<file path="src/rtl/core/xcs_pkg.sv">
// Shared constants, types and helpers for the XMODEM checksum sender.
// Depends on nothing; used by xmodem_checksum_sender.
package xcs_pkg;

  localparam int BLOCK_BYTES = 128;
  localparam int ADDR_W      = $clog2(BLOCK_BYTES);
  localparam int FILL_W      = $clog2(BLOCK_BYTES + 1);
  localparam int SIDX_W      = $clog2(BLOCK_BYTES + 4);

  localparam logic [2:0] CMD_START   = 3'd0;
  localparam logic [2:0] CMD_REPLY   = 3'd1;
  localparam logic [2:0] CMD_TIMEOUT = 3'd2;
  localparam logic [2:0] CMD_FILE    = 3'd3;
  localparam logic [2:0] CMD_SLOT    = 3'd4;

  localparam logic [7:0] SOH_BYTE = 8'h01;
  localparam logic [7:0] EOT_BYTE = 8'h04;
  localparam logic [7:0] ACK_BYTE = 8'h06;
  localparam logic [7:0] NAK_BYTE = 8'h15;

  localparam logic [2:0] ST_IDLE       = 3'd0;
  localparam logic [2:0] ST_WAIT_START = 3'd1;
  localparam logic [2:0] ST_LOAD       = 3'd2;
  localparam logic [2:0] ST_SEND       = 3'd3;
  localparam logic [2:0] ST_WAIT_REPLY = 3'd4;
  localparam logic [2:0] ST_DONE       = 3'd5;
  localparam logic [2:0] ST_ERROR      = 3'd6;

  localparam logic [1:0] ERR_NONE          = 2'd0;
  localparam logic [1:0] ERR_START_TIMEOUT = 2'd1;
  localparam logic [1:0] ERR_TRANSFER      = 2'd2;

  localparam logic [1:0] CFG_RETRY_LIMIT = 2'd0;
  localparam logic [1:0] CFG_PAD_VALUE   = 2'd1;
  localparam logic [1:0] CFG_START_VALUE = 2'd2;

  localparam logic [3:0] RETRY_LIMIT_RST = 4'd5;
  localparam logic [7:0] PAD_VALUE_RST   = 8'h1A;
  localparam logic [7:0] START_VALUE_RST = 8'h33;

  typedef enum logic [6:0] {
    PH_IDLE       = 7'b0000001,
    PH_WAIT_START = 7'b0000010,
    PH_LOAD       = 7'b0000100,
    PH_SEND       = 7'b0001000,
    PH_WAIT_REPLY = 7'b0010000,
    PH_DONE       = 7'b0100000,
    PH_ERROR      = 7'b1000000
  } phase_t;

  // one result between the state stage and the output register
  typedef struct packed {
    logic        tx_valid;
    logic [7:0]  tx_byte;
    logic        sel_mem;
    logic        frame_end;
    logic [2:0]  status;
    logic [1:0]  error_kind;
    logic [15:0] acked;
    logic [15:0] resent;
    logic [15:0] sent;
  } result_t;

  function automatic logic [2:0] status_of(input phase_t ph);
    logic [2:0] st;
    unique case (ph)
      PH_IDLE:       st = ST_IDLE;
      PH_WAIT_START: st = ST_WAIT_START;
      PH_LOAD:       st = ST_LOAD;
      PH_SEND:       st = ST_SEND;
      PH_WAIT_REPLY: st = ST_WAIT_REPLY;
      PH_DONE:       st = ST_DONE;
      PH_ERROR:      st = ST_ERROR;
      default:       st = ST_IDLE;
    endcase
    return st;
  endfunction

  function automatic logic [15:0] sat_inc(input logic [15:0] v);
    return (v == 16'hFFFF) ? v : v + 16'd1;
  endfunction

endpackage

</file>
<file path="src/rtl/core/xmodem_checksum_sender.sv">
// XMODEM checksum sender: protocol sequencer around a synchronous block buffer.
// Depends on xcs_pkg.
//
//   channel | signals                                          | transfer when
//   --------+--------------------------------------------------+----------------------
//   in      | in_command, in_data_byte, in_final_byte          | in_valid & in_ready
//   out     | out_tx_valid .. out_blocks_sent (8 fields)        | out_valid & out_ready
//   cfg     | cfg_index, cfg_data                              | cfg_we
//
// One item per cycle sustained while the output is not stalled. An item updates the
// sequencer state in the cycle it is taken; a data byte is read into the buffer read
// register as the result is registered, then the result moves to the output register.
// Synchronous active-low reset; the buffer itself is not cleared.
// A stalled output holds one result and one more in flight before in_ready drops.
module xmodem_checksum_sender (
  input  logic        clk,
  input  logic        rst_n,
  input  logic        in_valid,
  output logic        in_ready,
  input  logic [2:0]  in_command,
  input  logic [7:0]  in_data_byte,
  input  logic        in_final_byte,
  output logic        out_valid,
  input  logic        out_ready,
  output logic        out_tx_valid,
  output logic [7:0]  out_tx_value,
  output logic        out_frame_end,
  output logic [2:0]  out_status,
  output logic [1:0]  out_error_kind,
  output logic [15:0] out_blocks_acked,
  output logic [15:0] out_blocks_resent,
  output logic [15:0] out_blocks_sent,
  input  logic        cfg_we,
  input  logic [1:0]  cfg_index,
  input  logic [7:0]  cfg_data
);

  localparam int AW = xcs_pkg::ADDR_W;
  localparam int FW = xcs_pkg::FILL_W;
  localparam int SW = xcs_pkg::SIDX_W;

  // configuration
  logic [3:0] retry_limit_r;
  logic [7:0] pad_value_r;
  logic [7:0] start_value_r;

  // sequencer state
  xcs_pkg::phase_t phase_r, phase_nxt;
  logic [FW-1:0] fill_r, fill_nxt;
  logic [SW-1:0] sidx_r, sidx_nxt;
  logic [7:0]    blk_r, blk_nxt;
  logic [7:0]    sum_r, sum_nxt;
  logic [3:0]    retry_r, retry_nxt;
  logic          final_r, final_nxt;
  logic          eot_r, eot_nxt;
  logic [1:0]    err_r, err_nxt;
  logic [15:0]   ack_r, ack_nxt;
  logic [15:0]   resend_r, resend_nxt;
  logic [15:0]   sent_r, sent_nxt;
  logic [7:0]    pad_hold_r, pad_hold_nxt;

  // block buffer
  logic [7:0]    mem [xcs_pkg::BLOCK_BYTES];
  logic          mem_we, mem_re;
  logic [AW-1:0] mem_waddr, mem_raddr;
  logic [7:0]    rd_r;

  // pipeline
  xcs_pkg::result_t res, p1_r;
  logic p1_v_r, p1_v_nxt, p1_adv;
  logic out_valid_r, out_valid_nxt;
  logic in_fire;

  logic [FW-1:0] fill_inc, rem;
  logic [7:0]    sum_add;
  logic [15:0]   pad_prod;
  logic [SW-1:0] data_idx;
  logic [3:0]    retry_inc;

  assign p1_adv   = p1_v_r && (!out_valid_r || out_ready);
  assign in_ready = !p1_v_r || p1_adv;
  assign in_fire  = in_valid && in_ready;

  assign fill_inc  = fill_r + FW'(1);
  assign rem       = FW'(xcs_pkg::BLOCK_BYTES) - fill_inc;
  assign sum_add   = sum_r + in_data_byte;
  assign pad_prod  = pad_value_r * rem[7:0];  // only the low byte counts mod 256
  assign data_idx  = sidx_r - SW'(3);
  assign retry_inc = retry_r + 4'd1;
  assign mem_waddr = fill_r[AW-1:0];
  assign mem_raddr = data_idx[AW-1:0];

  always_comb begin
    phase_nxt    = phase_r;
    fill_nxt     = fill_r;
    sidx_nxt     = sidx_r;
    blk_nxt      = blk_r;
    sum_nxt      = sum_r;
    retry_nxt    = retry_r;
    final_nxt    = final_r;
    eot_nxt      = eot_r;
    err_nxt      = err_r;
    ack_nxt      = ack_r;
    resend_nxt   = resend_r;
    sent_nxt     = sent_r;
    pad_hold_nxt = pad_hold_r;
    mem_we       = 1'b0;
    mem_re       = 1'b0;
    res          = '0;

    if (in_fire) begin
      unique case (in_command)
        xcs_pkg::CMD_START: begin
          if (phase_r == xcs_pkg::PH_IDLE || phase_r == xcs_pkg::PH_DONE ||
              phase_r == xcs_pkg::PH_ERROR) begin
            fill_nxt   = '0;
            sidx_nxt   = '0;
            sum_nxt    = '0;
            blk_nxt    = 8'd1;
            retry_nxt  = '0;
            final_nxt  = 1'b0;
            eot_nxt    = 1'b0;
            err_nxt    = xcs_pkg::ERR_NONE;
            ack_nxt    = '0;
            resend_nxt = '0;
            sent_nxt   = '0;
            res.tx_valid = 1'b1;
            res.tx_byte  = start_value_r;
            phase_nxt  = xcs_pkg::PH_WAIT_START;
          end
        end
        xcs_pkg::CMD_REPLY: begin
          if (phase_r == xcs_pkg::PH_WAIT_START) begin
            if (in_data_byte == xcs_pkg::NAK_BYTE) begin
              fill_nxt  = '0;
              sidx_nxt  = '0;
              sum_nxt   = '0;
              phase_nxt = xcs_pkg::PH_LOAD;
            end
          end else if (phase_r == xcs_pkg::PH_WAIT_REPLY) begin
            priority if (in_data_byte == xcs_pkg::ACK_BYTE) begin
              ack_nxt   = xcs_pkg::sat_inc(ack_r);
              retry_nxt = '0;
              blk_nxt   = (blk_r == 8'd255) ? 8'd1 : blk_r + 8'd1;
              fill_nxt  = '0;
              sidx_nxt  = '0;
              sum_nxt   = '0;
              if (final_r) begin
                eot_nxt   = 1'b1;
                phase_nxt = xcs_pkg::PH_SEND;
              end else begin
                phase_nxt = xcs_pkg::PH_LOAD;
              end
            end else if (in_data_byte == xcs_pkg::NAK_BYTE) begin
              resend_nxt = xcs_pkg::sat_inc(resend_r);
              retry_nxt  = retry_inc;
              if (retry_inc >= retry_limit_r) begin
                err_nxt   = xcs_pkg::ERR_TRANSFER;
                phase_nxt = xcs_pkg::PH_ERROR;
              end else begin
                sidx_nxt  = '0;
                phase_nxt = xcs_pkg::PH_SEND;
              end
            end else begin
              err_nxt   = xcs_pkg::ERR_TRANSFER;
              phase_nxt = xcs_pkg::PH_ERROR;
            end
          end
        end
        xcs_pkg::CMD_TIMEOUT: begin
          if (phase_r == xcs_pkg::PH_WAIT_START) begin
            err_nxt   = xcs_pkg::ERR_START_TIMEOUT;
            phase_nxt = xcs_pkg::PH_ERROR;
          end else if (phase_r == xcs_pkg::PH_WAIT_REPLY) begin
            err_nxt   = xcs_pkg::ERR_TRANSFER;
            phase_nxt = xcs_pkg::PH_ERROR;
          end
        end
        xcs_pkg::CMD_FILE: begin
          // fill count stays at the real data length; bytes past it read as pad
          if (phase_r == xcs_pkg::PH_LOAD) begin
            mem_we   = 1'b1;
            fill_nxt = fill_inc;
            if (in_final_byte) begin
              final_nxt    = 1'b1;
              pad_hold_nxt = pad_value_r;
              sum_nxt      = sum_add + pad_prod[7:0];
              sidx_nxt     = '0;
              phase_nxt    = xcs_pkg::PH_SEND;
            end else begin
              sum_nxt = sum_add;
              if (fill_inc == FW'(xcs_pkg::BLOCK_BYTES)) begin
                sidx_nxt  = '0;
                phase_nxt = xcs_pkg::PH_SEND;
              end
            end
          end
        end
        xcs_pkg::CMD_SLOT: begin
          if (phase_r == xcs_pkg::PH_SEND) begin
            res.tx_valid = 1'b1;
            priority if (eot_r) begin
              res.tx_byte   = xcs_pkg::EOT_BYTE;
              res.frame_end = 1'b1;
              eot_nxt       = 1'b0;
              phase_nxt     = xcs_pkg::PH_DONE;
            end else if (sidx_r == SW'(0)) begin
              res.tx_byte = xcs_pkg::SOH_BYTE;
              sidx_nxt    = sidx_r + SW'(1);
            end else if (sidx_r == SW'(1)) begin
              res.tx_byte = blk_r;
              sidx_nxt    = sidx_r + SW'(1);
            end else if (sidx_r == SW'(2)) begin
              res.tx_byte = ~blk_r;
              sidx_nxt    = sidx_r + SW'(1);
            end else if (sidx_r < SW'(xcs_pkg::BLOCK_BYTES + 3)) begin
              if (data_idx < SW'(fill_r)) begin
                mem_re      = 1'b1;
                res.sel_mem = 1'b1;
              end else begin
                res.tx_byte = pad_hold_r;
              end
              sidx_nxt = sidx_r + SW'(1);
            end else begin
              res.tx_byte   = sum_r;
              res.frame_end = 1'b1;
              sent_nxt      = xcs_pkg::sat_inc(sent_r);
              sidx_nxt      = '0;
              phase_nxt     = xcs_pkg::PH_WAIT_REPLY;
            end
          end
        end
        default: ;
      endcase
    end

    res.status     = xcs_pkg::status_of(phase_nxt);
    res.error_kind = err_nxt;
    res.acked      = ack_nxt;
    res.resent     = resend_nxt;
    res.sent       = sent_nxt;
  end

  assign p1_v_nxt      = in_fire || (p1_v_r && !p1_adv);
  assign out_valid_nxt = p1_adv || (out_valid_r && !out_ready);

  always_ff @(posedge clk) begin
    if (!rst_n) begin
      retry_limit_r <= xcs_pkg::RETRY_LIMIT_RST;
      pad_value_r   <= xcs_pkg::PAD_VALUE_RST;
      start_value_r <= xcs_pkg::START_VALUE_RST;
    end else if (cfg_we) begin
      unique case (cfg_index)
        xcs_pkg::CFG_RETRY_LIMIT: retry_limit_r <= cfg_data[3:0];
        xcs_pkg::CFG_PAD_VALUE:   pad_value_r   <= cfg_data;
        xcs_pkg::CFG_START_VALUE: start_value_r <= cfg_data;
        default: ;
      endcase
    end
  end

  always_ff @(posedge clk) begin
    if (!rst_n) begin
      phase_r     <= xcs_pkg::PH_IDLE;
      fill_r      <= '0;
      sidx_r      <= '0;
      blk_r       <= 8'd1;
      sum_r       <= '0;
      retry_r     <= '0;
      final_r     <= 1'b0;
      eot_r       <= 1'b0;
      err_r       <= xcs_pkg::ERR_NONE;
      ack_r       <= '0;
      resend_r    <= '0;
      sent_r      <= '0;
      p1_v_r      <= 1'b0;
      out_valid_r <= 1'b0;
    end else begin
      phase_r     <= phase_nxt;
      fill_r      <= fill_nxt;
      sidx_r      <= sidx_nxt;
      blk_r       <= blk_nxt;
      sum_r       <= sum_nxt;
      retry_r     <= retry_nxt;
      final_r     <= final_nxt;
      eot_r       <= eot_nxt;
      err_r       <= err_nxt;
      ack_r       <= ack_nxt;
      resend_r    <= resend_nxt;
      sent_r      <= sent_nxt;
      p1_v_r      <= p1_v_nxt;
      out_valid_r <= out_valid_nxt;
    end
  end

  always_ff @(posedge clk) begin
    pad_hold_r <= pad_hold_nxt;
  end

  // writes only in loading, reads only in sending: no same-entry overlap to forward
  always_ff @(posedge clk) begin
    if (mem_we) begin
      mem[mem_waddr] <= in_data_byte;
    end
    if (mem_re) begin
      rd_r <= mem[mem_raddr];
    end
  end

  always_ff @(posedge clk) begin
    if (in_fire) begin
      p1_r <= res;
    end
    if (p1_adv) begin
      out_tx_valid      <= p1_r.tx_valid;
      out_tx_value      <= p1_r.sel_mem ? rd_r : p1_r.tx_byte;
      out_frame_end     <= p1_r.frame_end;
      out_status        <= p1_r.status;
      out_error_kind    <= p1_r.error_kind;
      out_blocks_acked  <= p1_r.acked;
      out_blocks_resent <= p1_r.resent;
      out_blocks_sent   <= p1_r.sent;
    end
  end

  assign out_valid = out_valid_r;

`ifndef SYNTHESIS
  a_load_not_full: assert property (@(posedge clk) disable iff (!rst_n)
    (phase_r == xcs_pkg::PH_LOAD) |-> (fill_r < FW'(xcs_pkg::BLOCK_BYTES)))
    else $error("loading with a full block buffer");

  a_no_rw_overlap: assert property (@(posedge clk) disable iff (!rst_n)
    !(mem_we && mem_re))
    else $error("block buffer written and read in the same cycle");

  a_read_lands: assert property (@(posedge clk) disable iff (!rst_n)
    mem_re |=> (p1_v_r && p1_r.sel_mem && p1_r.tx_valid))
    else $error("buffer read without a matching result in flight");
`endif

endmodule
</file>
<file path="config.mk">
export PLATFORM = sky130hd
export DESIGN_NAME = xmodem_checksum_sender
export DESIGN_NICKNAME = d
export VERILOG_FILES = /design/src/rtl/core/xcs_pkg.sv /design/src/rtl/core/xmodem_checksum_sender.sv
export SDC_FILE = /design/constraint.sdc
export NUM_CORES = 2
export LEC_CHECK = 0
export BUFFER_PORTS_ARGS = -buffer_cell sky130_fd_sc_hd__buf_4
export CAP_MARGIN = 20
export CELL_PAD_IN_SITES_DETAIL_PLACEMENT = 0
export CELL_PAD_IN_SITES_GLOBAL_PLACEMENT = 2
export CORE_ASPECT_RATIO = 0.75
export CORE_UTILIZATION = 54
export CTS_BUF_LIST = sky130_fd_sc_hd__clkbuf_2 sky130_fd_sc_hd__clkbuf_4 sky130_fd_sc_hd__clkbuf_8
export CTS_CLUSTER_SIZE = 25
export DETAILED_ROUTE_END_ITERATION = 8
export PLACE_DENSITY_LB_ADDON = 0.1
export SLEW_MARGIN = 15
export SYNTH_ARGS = -nofsm -noshare
export SYNTH_HDL_FRONTEND = slang
export SYNTH_SLANG_ARGS = --single-unit
export TNS_END_PERCENT = 30
</file>
<file path="constraint.sdc">
create_clock -name clk -period 9.33 [get_ports clk]
set_clock_uncertainty 0.05 [all_clocks]
set_input_delay 0 -clock clk [delete_from_list [all_inputs] [get_ports clk]]
set_output_delay 0 -clock clk [all_outputs]
set_load 0.01 [all_outputs]
</file>
==> metrics <==
post-detail-place hpwl=80.2 mm; post-CTS clock slew at the launch and capture registers of the worst setup and hold paths=about 70 ps; height of the die=272 microns; area added between synthesis and finish=11.9%; cell with the biggest individual delay on the critical path=dfxtp_1; number of violations reported at the end of detailed-routing iteration 0=3227; count of buffers from port buffering=91; Placed Area=between 0.05 and 0.06 sq mm; effective utilization at floorplan=0.548; synthesized netlist net count=3026; CTS root buf=clkbuf_8; ratio of cells with drive above 1 in the final layout=0.245; via count of the first global-routing pass=28000; met1 WL=roughly 57 mm; core region area=between 0.09 and 0.1 sq mm; CTS max path bufs=3; pre-CTS WS=3090 ps; post-synthesis instance area=about 0.053 sq mm; number of fillers in the final layout=between 6000 and 7000; final total power=11.2 mW; share of cell area taken by muxes after synthesis=0.152; Worst Path Required=roughly 10000 ps; normalized max-slew margin=0.217; critical path fanouts, max=26; Post-Synth XOR/XNOR Area=0.00793; global-route usage over all layers=0.264; dominant combinational cell family by area after synthesis=multiplexers; chip width=362 microns; final period demand of the worst path=approximately 6300 ps; leakage=18.8 nW; Synth Area in Adders=0.0180; data arrival time of the critical path=7000 ps; Worst path max stage delay=910 ps; worst vdd rail ir drop=~0.13 mV; post-route clock period utilization=0.678; weighted congestion reported at the end of routability-driven placement=0.866; synthesized area divided by synthesized cell count=17.9 sq um; highest metal layer with signal wires=met4; H-tree lvl count=4; antenna violations before repair=6; final instance area=roughly 0.059 sq mm; tightest hold margin=94.5 ps; Total Nets Final=about 3300; Setup crit end kind=flip-flop; Max Freq=0.158 GHz; number of synthesized flops with an enable pin=1167; power per unit of standard cell area=190 mW/mm^2; top-level I/O count=92; clock tree sinks=roughly 1300; fraction of the core area covered by cells at the end of the flow=0.613; Vias per Instance=6.11; number of warnings printed during yosys synthesis=0; number of failing setup endpoints in the final timing report=0; Hold Violations, Final=0; critical path launch point type=flip-flop; number of nets still failing antenna checks after routing=0; outcome=finished clean; count of TritonRoute iterations in the first routing pass=5; Seq cells post-synth=1284; Max-Cap Viols=0; synthesized netlist cell count=2935; number of non-filler instances in the completed layout=~4600; RSZ-0062 raised after global routing=false; share of synthesized registers carrying an async set or reset=0; hold buffer count at CTS=57; Worst Max-Slew Pin Slew=between 1000 and 1500 ps; number of buffers inserted during clock tree synthesis=189; TritonCTS clock tree=yes; Final Max Tran Viols=0; Gates resized, CTS repair=0; vias after detailed routing=between 20000 and 30000; commonest cells after routing, fill and taps aside=edfxtp_1 (1167), mux4_2 (336), nor2_1 (250), clkbuf_8 (194), nand2_1 (153); setup slack of the critical path after layout=3010 ps; metal2 WL=54.9 mm; Primary FF master, synth=edfxtp_1; ordered list of cells on the worst path=ha_1, inv_1, a211oi_1, o21ai_0, xnor2_1, nand2_1, fa_1, inv_1, fa_1, ha_1, inv_1, fa_1, inv_1, ha_1, a21o_1, a21oi_1, xnor2_1, xnor2_1, xnor2_1, xnor3_1, or3_1, a32oi_1, nor2_1; synthesized-area fraction occupied by ao, oa, aoi and oai cells=0.0348; final setup TNS=0 ps; proportion of synthesized chip area in sequential cells=0.712; wire length reported by the detailed router=~130 mm; die area=0.0985 sq mm; Worst-Skew Late Latency=870 ps; total DRC errors in the routed layout=0; pin count of the biggest net entering global routing=135; met3 WL=14.1 mm; Placed Cells=between 4000 and 5000; Distinct cells, synth=86; # Post-CTS Setup Buffers=0; number of rows in the core area=98; worst-case register-to-register setup slack=3010 ps; category of the most critical setup path=flip-flop to flip-flop; class of the worst hold path=primary input to flip-flop; post-synthesis simple-gate area fraction=0.0605; wire per inst=27.8 microns; wire length of the first global-routing pass=187 mm; total overflow reported by the global router=0; most common cell after layout, fill and taps aside=edfxtp_1
flip-flops by register name, indices dropped and copies added, names as in the netlist, 16 cells and up:
name               cells
sent_r                16
out_blocks_acked      16
p1_r                  64
out_blocks_sent       16
ack_r                 16
mem                 1024
resend_r              16
out_blocks_resent     16
final timing paths:
kind | from | endpoint | cells after the start
worst max-delay path | fill_r[0] | sum_r[7] | 23
worst max register to register | fill_r[0] | sum_r[7] | 23
worst min register to register | p1_r[5] | out_blocks_sent[5] | 0
worst min-delay path | in_data_byte[1] | mem[82][1] | 2
power breakdown:
group          switching [mW]  internal, mW  total (mW)
Combinational           0.305         0.179       0.484
Sequential             0.0156          6.30        6.31
Clock                    2.14          2.25        4.39
Total                    2.46          8.73        11.2
per-layer routing:
layer | vias up | global-route usage
met5 | - | 0
met4 | 0 | 0.0634
met3 | 143 | 0.0970
met2 | 1196 | 0.361
met1 | 14600 | 0.405
li1 | 12200 | -
critical path: cells and delay by family (launching register included):
family	cells	cell delay (ps)
AOI/OAI and AO/OA	5	910
and+or+nand+nor	3	520
buffers and inverters	4	260
adders and majority gates	6	2290
xor gates and xnor gates	5	1270
DFF	1	910
final cells by class:
class	instances	area, sq um	share of cell area
Sequential cell	1284	37400	0.636
Tap cell	1300	1630	0.0277
Multi-Input combinational cell	1446	14400	0.245
Inverter	58	218	0.00370
Timing Repair Buffer	181	1530	0.0260
Clock buffer	259	3160	0.0537
Antenna cell	3	7.51	0.000128
Clock inverter	72	433	0.00736
kinds of logic after synthesis:
group           count (synthesis)
flops                        1284
simple gates                  669
mux                           376
compound gates                291
buf+inv                       205
fa+ha+maj                      64
xor+xnor                       46
synth_stat cells (4+ instances only):
| cell type | count | area, sq um |
|---|---|---|
| ha_1 | 45 | 563 |
| edfxtp_1 | 1167 | 35000 |
| a32o_1 | 5 | 50.1 |
| nor3_1 | 32 | 160 |
| dfxtp_1 | 117 | 2340 |
| and3_1 | 18 | 113 |
| clkbuf_1 | 97 | 364 |
| mux4_2 | 336 | 7570 |
| nand3_1 | 41 | 205 |
| nand4_1 | 25 | 156 |
| inv_1 | 50 | 188 |
| clkinv_1 | 4 | 15.0 |
| nand3b_1 | 4 | 30.0 |
| buf_1 | 34 | 128 |
| xnor2_1 | 25 | 219 |
| nor3b_1 | 5 | 37.5 |
| a22o_1 | 5 | 43.8 |
| fa_1 | 19 | 380 |
| a21oi_1 | 88 | 440 |
| nor2b_1 | 14 | 87.6 |
| nor4_1 | 8 | 50.1 |
| xor2_1 | 20 | 175 |
| and2_1 | 63 | 394 |
| buf_2 | 10 | 50.1 |
| nand2_1 | 155 | 582 |
| nor2_1 | 251 | 942 |
| a31oi_1 | 18 | 113 |
| nand2b_1 | 9 | 56.3 |
| o31ai_1 | 10 | 75.1 |
| a21o_1 | 14 | 105 |
| mux2_2 | 9 | 101 |
| or3_1 | 14 | 87.6 |
| o21ai_0 | 88 | 440 |
| inv_2 | 4 | 15.0 |
| a211oi_1 | 13 | 97.6 |
| mux2i_1 | 31 | 310 |
| o211ai_1 | 6 | 45.0 |
| o21a_1 | 5 | 37.5 |
No activity file was read; power rests on OpenSTA's default activity.
